<file path="config.mk">
export PLATFORM = sky130hd
export DESIGN_NAME = wsts_ctrl
export DESIGN_NICKNAME = d
export VERILOG_FILES = /design/src/rtl/wsts_pkg.sv /design/src/rtl/wsts_ctrl.sv
export SDC_FILE = /design/constraint.sdc
export NUM_CORES = 1
export LEC_CHECK = 0
export ABC_AREA = 1
export BUFFER_PORTS_ARGS = -buffer_cell sky130_fd_sc_hd__buf_2
export CORE_AREA = 4 4 41 43
export CTS_BUF_LIST = sky130_fd_sc_hd__clkbuf_8
export DETAILED_ROUTE_END_ITERATION = 7
export DIE_AREA = 0 0 45 47
export GPL_TIMING_DRIVEN = 0
export SLEW_MARGIN = 25
export SYNTH_ARGS = -nofsm -noshare
export SYNTH_HDL_FRONTEND = slang
export SYNTH_SLANG_ARGS = --single-unit
export TNS_END_PERCENT = 30
</file>
<file path="constraint.sdc">
create_clock -name clk -period 1.39 [get_ports clk]
set_clock_uncertainty 0.1 [all_clocks]
set_input_delay 0.278 -clock clk [delete_from_list [all_inputs] [get_ports clk]]
set_output_delay 0.278 -clock clk [all_outputs]
set_load 0.1 [all_outputs]
</file>
<file path="src/rtl/wsts_pkg.sv">
// ============================================================================
// wsts_pkg
// Shared constants, mode codes and control types of the work-stealing task
// scheduler.
// ============================================================================
package wsts_pkg;

    // Sizing of the scheduler.
    localparam int THREADS     = 16;
    localparam int QUEUE_DEPTH = 256;
    localparam int TASKS       = 1024;

    // Task id that means "no task".
    localparam int NO_TASK = 0;

    // Fixed field widths of the channels.
    localparam int MODE_W = 4;
    localparam int THR_W  = 4;
    localparam int TASK_W = 10;
    localparam int CNT_W  = 8;
    localparam int CFG_W  = 5;

    // Derived widths.
    localparam int QW       = (THREADS > 1) ? $clog2(THREADS) : 1;
    localparam int PW       = $clog2(QUEUE_DEPTH);
    localparam int FW       = $clog2(QUEUE_DEPTH + 1);
    localparam int SW       = $clog2(THREADS + 1);
    localparam int TIDX_W   = $clog2(TASKS);
    localparam int STORE_AW = QW + PW;
    localparam int STORE_DEPTH = 1 << STORE_AW;

    // Mode codes.
    localparam logic [MODE_W-1:0] MODE_SET_COUNT = 4'd0;
    localparam logic [MODE_W-1:0] MODE_CLEAR     = 4'd1;
    localparam logic [MODE_W-1:0] MODE_PUSH      = 4'd2;
    localparam logic [MODE_W-1:0] MODE_POP_HEAD  = 4'd3;
    localparam logic [MODE_W-1:0] MODE_POP_TAIL  = 4'd4;
    localparam logic [MODE_W-1:0] MODE_STEAL     = 4'd5;
    localparam logic [MODE_W-1:0] MODE_ACT_KEEP  = 4'd6;
    localparam logic [MODE_W-1:0] MODE_ACT_PUSH  = 4'd7;
    localparam logic [MODE_W-1:0] MODE_ACT_ONE   = 4'd8;
    localparam logic [MODE_W-1:0] MODE_GET_READY = 4'd9;

    // Commands from the controller to the datapath.
    typedef struct packed {
        logic idle;
        logic clr_step;
        logic cnt_rd;
        logic act;
        logic scan;
        logic finish;
    } wsts_cmd_t;

    // Status from the datapath to the controller.
    typedef struct packed {
        logic clr_last;
        logic req_valid;
        logic is_steal;
        logic scan_stop;
        logic out_free;
    } wsts_status_t;

endpackage

</file>
<file path="src/rtl/wsts_ctrl.sv">
// ============================================================================
// wsts_ctrl
// Controller state machine: clearing pass, item intake, count access,
// queue operation, steal scan and result hand-off.
// ============================================================================
module wsts_ctrl (
    input  logic                  clk,
    input  logic                  rst_n,
    input  wsts_pkg::wsts_status_t st,
    output wsts_pkg::wsts_cmd_t    cmd
);
    import wsts_pkg::*;

    localparam logic [2:0] S_CLEAR = 3'd0;
    localparam logic [2:0] S_IDLE  = 3'd1;
    localparam logic [2:0] S_CNT   = 3'd2;
    localparam logic [2:0] S_ACT   = 3'd3;
    localparam logic [2:0] S_SCAN  = 3'd4;
    localparam logic [2:0] S_DONE  = 3'd5;

    logic [2:0] state_reg;
    logic [2:0] state_next;

    // Next state and command decode.
    always_comb
    begin
        state_next = state_reg;
        cmd        = '0;
        case (state_reg)
            S_CLEAR:
            begin
                cmd.clr_step = 1'b1;
                if (st.clr_last)
                begin
                    state_next = S_IDLE;
                end
            end
            S_IDLE:
            begin
                cmd.idle = 1'b1;
                if (st.req_valid)
                begin
                    state_next = S_CNT;
                end
            end
            S_CNT:
            begin
                cmd.cnt_rd = 1'b1;
                state_next = S_ACT;
            end
            S_ACT:
            begin
                cmd.act    = 1'b1;
                state_next = st.is_steal ? S_SCAN : S_DONE;
            end
            S_SCAN:
            begin
                cmd.scan = 1'b1;
                if (st.scan_stop)
                begin
                    state_next = S_DONE;
                end
            end
            S_DONE:
            begin
                cmd.finish = st.out_free;
                if (st.out_free)
                begin
                    state_next = S_IDLE;
                end
            end
            default:
            begin
                state_next = S_IDLE;
            end
        endcase
    end

    // State register; reset starts the count clearing pass.
    always_ff @(posedge clk or negedge rst_n)
    begin
        if (!rst_n)
        begin
            state_reg <= S_CLEAR;
        end
        else
        begin
            state_reg <= state_next;
        end
    end

`ifndef SYNTH
    // An accepted item always goes on to the count access.
    a_accept_to_cnt: assert property (@(posedge clk) disable iff (!rst_n)
        (state_reg == S_IDLE && st.req_valid) |=> (state_reg == S_CNT))
        else $error("accepted item did not move to count access");

    // A steal scan that stops goes straight to the hand-off.
    a_scan_to_done: assert property (@(posedge clk) disable iff (!rst_n)
        (state_reg == S_SCAN && st.scan_stop) |=> (state_reg == S_DONE))
        else $error("stopped scan did not move to hand-off");

    // A result is only handed off when the output register can take it.
    a_finish_free: assert property (@(posedge clk) disable iff (!rst_n)
        cmd.finish |-> st.out_free)
        else $error("result handed off into a busy output register");
`endif
endmodule

</file>
### Word-level counts from Yosys, hierarchy flattened

Index checks and enable logic that the tools add are counted.

* add/subtract/negate cells: 0
* multipliers: 0
* divide/modulo/power cells: 0
* magnitude comparators: 0
* equality and inequality tests: 9
* shift-type cells: 0
* mux-type cells: 12
* bitwise logic cells: 0
* reduce and logical (&&, ||, !) cells: 2

Operators by type and width (number)
* $pmux 3 s6: 1
* $mux 3: 4
* $ne 2x2->1 const B: 4
* $mux 1: 7
* $eq 3x2->1 const B: 2
* $eq 3x3->1 const B: 2
* $reduce_and 4->1: 1
* $eq 3x1->1 const B: 1
* $logic_not 3->1: 1

* flip-flop bits (word level): 3
* bits in latches: 0
* bits in writable memories: 0
* memory bits (read-only): 0
* input port bits: 7
* output and inout port bits: 6
* logic and storage cells: 24
* memories kept: 0

### Logic depth before layout (Yosys ltp)

Gate-level depths: netlist of run 1.

* depth in word-level cells: 3
* gate-level depth with buffers: 7
* mapped depth without buffers: 7

### Worst setup path after synthesis of run 1

OpenSTA, ideal clock, no wires.

* kind: reg-to-reg
* from: reg state_reg[1]
* to: reg state_reg[2]
* library setup time: 0.084 ns
* data arrival time: 2.855 ns
* required time: 1.206 ns
* path slack: -1.649 ns
* cell stages (with the launch flop): 5
* path buffers: 0
* period minus slack after synthesis: 3.039 ns
* cells stage by stage: dfrtp_1 inv_2 nor3_1 nor2_1 o21bai_2

* word-level cells in the longest chain between the ends: 3
* elaborated cells on any way between the ends: 12
* those cells by class: eq/ne: 9; mux: 1; reduce/logical: 2

Ends and longest elaborated chain
* from (decl): line wsts_ctrl.sv:21 `logic [2:0] state_reg;`
* from (signal assigned): line wsts_ctrl.sv:88 `state_reg <= state_next;`
* $eq 3x1->1, or another cell as far along: line wsts_ctrl.sv:29 `case (state_reg)`
* $ne 2x2->1 (no source line)
* $reduce_and 4->1 (no source line)

Parallel ways exist; a longest one is shown, timed or not.
A chain may end at the register's enable or synchronous reset.

==> impl_metrics.yaml, run 1 <==
placed_design:
  dp_cells: 64
  hpwlAfterDp_microns: 478
  numPortBuffers: 12
  gp_routability_congestion: 0.714
  placed_cell_area_sq_um: 354
finish:
  syn2layout_area_growth_pct: 130
  multiInputGateArea_sq_um: 188
  nFillCells: 136
  largest_reg_flops: 3
  fin_area_sq_um: 539
  layout.nets: 64
  diodes: 0
  layout.cells.non_filler: 71
  ff_latch_area_sq_um: 78.8
  drive_above_1_share_pct: 67.9
  final_cell_mix: "inv_2 (6), buf_2 (6), buf_12 (6), nand2_1 (5)"
sta:
  drv_slew: 0
  maxSlewHeadroom_pct: 87.1
  fin_ws_ns: -0.165
  final-hold-violation-count: 0
  fin_hold_ws_ns: 0.244
  rsz0062_at_grt: "yes"
  tightestPinTransition_ns: 0.193
  setup_viol: 6
  timing.fmax_mhz: 643
  fin_crit_sh_pct: 112
  fin_crit_ns: 1.55
job:
  drv_cap: 0
setup_path:
  crit_buf_inv: 2
  slowest_stage: "dfrtp_2"
  cp_common_cell: "nor2_4"
  critical_path.max_stage_delay_ns: 0.46
  cp.required_ns: 1.01
  critical-path-top-delay-family: "flip-flops"
  endpoint_kind: "output port"
  crit_arrival_ns: 1.18
  crit_chain: "nor2_4 -> inv_2 -> nor2_4 -> buf_12"
  critPathLaunchType: "register"
  crit_fanout: 5
  crit_type: "register to output port"
floorplan:
  die_x_microns: 45
  die_h_microns: 47
  io_pins: 13
  start_util_pct: 18.0
  row_count: 13
  core_sq_mm: 0.00130
  fp.dieArea_sq_mm: 0.00212
routing:
  wl_met2_microns: 333
  wirelength_microns: 640
  viasPerCell: 3.97
  drt_iter0_markers: 4
  wl_met3_microns: 26
  post_drt_wl_per_cell_microns: 9.01
  met1_length_microns: 280
  highest_layer: "met3"
  drt_pass1_iterations: 2
  via_count: 282
  drc: 0
  antenna_left: 0
status:
  outcome: "finished with violations"
  violations: "negative setup slack"
cts:
  cts-buffers-inserted: 3
  clkLatencyLatePin_ns: 0.21
  clk_pin_slew_worst_paths_ns: 0.03
  cts_root_buf: "clkbuf_8"
  cts_max_level: 1
  cts_tree: "done"
  clockBufferDepth: 2
  clock_sinks: 3
logic_synthesis:
  syn_area_per_cell_sq_um: 6.32
  yosys.area.top_type: "dfrtp_1"
  synth.yosys.warnings: 0
  synth-seq-area-share_pct: 32.1
  syn_nets: 44
  synth_area_sq_um: 234
  netlist_instances: 37
  ys_top_cells_by_area: "dfrtp_1 (32%), nand2_1 (11%), nor2_1 (11%)"
  synth-seq-cells: 3
  synth_cell_type_count: 12
  synthDominantCellAreaShare_pct: 32.1
grt:
  grt_pass1_wl_mm: 1.10
  grt_use_total_pct: 7.77
  grt_pass1_vias: 280
  overflow: 0
  grt_max_degree: 7
  antenna_found_initial: 0
worst_hold_path:
  hp-class: "input port to register"
## layout make-up
| class | count | share of cell area [%] |
|---|---|---|
| Clock buffer | 3 | 7.66 |
| Clock inverter | 1 | 0.696 |
| Inverter | 9 | 6.26 |
| Multi-Input combinational cell | 25 | 34.8 |
| Sequential cell | 3 | 14.6 |
| Tap cell | 15 | 3.48 |
| Timing Repair Buffer | 15 | 32.5 |
## what timing repair did
item | 4_1_cts | 5_1_grt
pin swaps | 5 | 3
resized for setup | 33 | 2
hold buffers | 1 | 0
endpoints found under the setup margin | 6 | 7
hold endpoints to repair | 3 | 0
buffers inserted | 2 | 0
## worst paths after layout
kind | startpoint | to | slack (ns) | depth (start not counted)
max | state_reg[1]$_DFFE_PN0P_ | cmd[1] | -0.16 | 4
min | st[2] | state_reg[0]$_DFFE_PN0P_ | 0.24 | 4
max reg2reg | state_reg[1]$_DFFE_PN0P_ | state_reg[0]$_DFFE_PN0P_ | 0.08 | 7
min reg2reg | state_reg[0]$_DFFE_PN0P_ | state_reg[0]$_DFFE_PN0P_ | 0.51 | 2
max in group asynchronous | rst_n | state_reg[1]$_DFFE_PN0P_ | 0.79 | 2
min in group asynchronous | rst_n | state_reg[0]$_DFFE_PN0P_ | 0.29 | 2
## routing by layer
layer,track usage [%],vias up
li1,-,151
met1,8.03,124
met2,12.7,7
met3,2.30,0
met4,7.02,0
met5,0,-
## synth_stat cells, drive strengths merged
master / n
inv: 9
nand2: 8
nor2: 7
dfrtp: 3
nand3: 3
nor3: 2
o21ai: 2
nand3b: 1
nor3b: 1
o21bai: 1
## worst register-to-register path: cells and delay by family (launching register included)
kind                   cells  cell delay, ns
DFF                        1            0.46
buffers and inverters      1            0.12
and+or+nand+nor            6            0.51
## stage by stage
step	setup TNS [ns]	worst slack, ns	utilization (%)
final	-0.771	-0.165	41.4
after global routing	-1.07	-0.204	41.4
after CTS	-0.821	-0.160	41.0
after detailed placement	-1.11	-0.272	27.2
after global placement	-1.10	-0.273	27.2
after floorplan	-1.76	-0.315	-
## cells by family (layout without fill, tap and decap cells)
kind of cell,count (synthesis),after routing,synth area share [%]
AOI/OAI and AO/OA,3,3,9.09
buffers and inverters,9,28,14.4
DFF,3,3,32.1
and+or+nand+nor,22,22,44.4
Power of run 1 is not shown: default switching activity piles up to over one toggle a cycle in this logic, so the estimate is an artifact.
==> inputs of run 2 (changes only) <==
--- a/config.mk
+++ b/config.mk
@@ -7,11 +7,15 @@
 export LEC_CHECK = 0
 export ABC_AREA = 1
 export BUFFER_PORTS_ARGS = -buffer_cell sky130_fd_sc_hd__buf_2
+export CELL_PAD_IN_SITES_DETAIL_PLACEMENT = 1
+export CELL_PAD_IN_SITES_GLOBAL_PLACEMENT = 2
 export CORE_AREA = 4 4 41 43
 export CTS_BUF_LIST = sky130_fd_sc_hd__clkbuf_8
 export DETAILED_ROUTE_END_ITERATION = 7
 export DIE_AREA = 0 0 45 47
 export GPL_TIMING_DRIVEN = 0
+export PLACE_DENSITY_LB_ADDON = 0.1
+export SKIP_CTS_REPAIR_TIMING = 1
 export SLEW_MARGIN = 25
 export SYNTH_ARGS = -nofsm -noshare
 export SYNTH_HDL_FRONTEND = slang
==> run 2 against run 1 <==
Effect of this change: the flow still finishes with violations (negative setup slack); critical path depth unchanged; design area down 3.2%; flip-flop and latch count unchanged; first-iteration DRC count down 25%; maximum frequency down 0.39%; final cell count down 1.4%; die area unchanged; worst hold slack worse by 0.010 ns; via count up 8.5%; register-to-register slack worse by 0.02 ns; routed wire length up 21%.
==> impl_metrics.yaml, run 2 (same netlist as run 1, synthesis figures left out) <==
sta:
  setup_viol: 6
  maxSlewHeadroom_pct: 86.8
  fin_setup_tns_ns: -0.891
  tightestPinTransition_ns: 0.197
  fin_hold_ws_ns: 0.234
  drv_slew: 0
  fin_crit_ns: 1.56
  rsz0062_at_grt: "yes"
  fin_ws_ns: -0.171
  final-hold-violation-count: 0
  timing.fmax_mhz: 641
  fin_crit_sh_pct: 112
finish:
  diodes: 0
  final_cell_mix: "inv_2 (6), buf_2 (6), buf_12 (6), nand2_1 (5), inv_1 (4)"
  syn2layout_area_growth_pct: 123
  largest_reg_flops: 3
  drive_above_1_share_pct: 65.5
  layout.nets: 63
grt:
  grt_pass1_vias: 286
  grt_max_degree: 7
  antenna_found_initial: 0
  grt_pass1_wl_mm: 1.15
  grt_use_total_pct: 8.47
  overflow: 0
floorplan:
  core_sq_mm: 0.00130
  row_count: 13
  die_x_microns: 45
  die_h_microns: 47
  fp.dieArea_sq_mm: 0.00212
  io_pins: 13
  start_util_pct: 18.0
cts:
  cts_max_level: 1
  clk_pin_slew_worst_paths_ns: 0.03
  clock_sinks: 3
  cts_tree: "done"
  clockBufferDepth: 2
  cts-buffers-inserted: 3
  clkLatencyLatePin_ns: 0.22
  cts_root_buf: "clkbuf_8"
status:
  outcome: "finished with violations"
  violations: "negative setup slack"
routing:
  wirelength_microns: 772
  antenna_left: 0
  drc: 0
  drt_pass1_iterations: 3
  viasPerCell: 4.37
  via_count: 306
  post_drt_wl_per_cell_microns: 11.0
  drt_iter0_markers: 3
setup_path:
  crit_arrival_ns: 1.18
  rrSetupSlack_ns: 0.06
  critPathLaunchType: "register"
  cp.required_ns: 1.01
  r2r-start: "state_reg[0]$_DFFE_PN0P_"
  reg2reg_to: "state_reg[0]$_DFFE_PN0P_"
  crit_type: "register to output port"
  endpoint_kind: "output port"
  crit_fanout: 6
  worst_r2r_path_depth: 8
worst_hold_path:
  hp-class: "input port to register"
  hold_depth: 4
  hold-path-endpoint: "state_reg[0]$_DFFE_PN0P_"
  hold_start: "st[2]"
placed_design:
  numPortBuffers: 12
  hpwlAfterDp_microns: 606
  gp_routability_congestion: 0.692
job:
  drv_cap: 0
-- run 2: cell count changes in the layout (fill, tap and decap cells not counted), sizes merged --
cell	change
buf	-1
-- run 2: area by class of cell --
class                   count  area, sq um
fillers                   161          779
clock buffers               3         41.3
well taps                  15         18.8
repair buffers             14          168
inverters                   9         33.8
multi-input cells          25          178
clock inverters             1         3.75
flip-flops and latches      3         78.8
-- run 2: worst max path at each step --
stage	from	to	slack [ns]	cells after the start
2_1_floorplan	state_reg[2]$_DFFE_PN0P_	state_reg[2]$_DFFE_PN0P_	-0.31	3
3_3_place_gp	state_reg[1]$_DFFE_PN0P_	cmd[1]	-0.28	4
3_5_place_dp	state_reg[1]$_DFFE_PN0P_	cmd[1]	-0.30	4
4_1_cts	state_reg[1]$_DFFE_PN0P_	cmd[1]	-0.53	4
5_1_grt	state_reg[1]$_DFFE_PN0P_	cmd[1]	-0.23	4
6_report	state_reg[2]$_DFFE_PN0P_	cmd[3]	-0.17	4
-- run 2: layer usage --
layer	track usage, %	share of wire [%]	vias to the layer above
li1	-	-	148
met1	8.47	41	143
met3	2.30	6.9	4
met2	12.1	48	11
met5	0	0	-
met4	12.3	4.7	0
-- run 2: worst max-delay path: stages (launching register included) --
cell and delay, ns:
dfrtp_2 0.47, inv_2 0.12, nand3_1 0.12, inv_2 0.09, buf_12 0.17
-- run 2: per-stage QoR --
step	instance area, sq um	utilization (%)	worst slack, ns	cells
after global routing	522	40.1	-0.229	70
after detailed placement	354	27.2	-0.295	64
after CTS	399	30.7	-0.532	68
after global placement	354	27.2	-0.280	64
after floorplan	275	-	-0.315	37
final	522	40.1	-0.171	70
Power of run 2 is left out for the same reason.
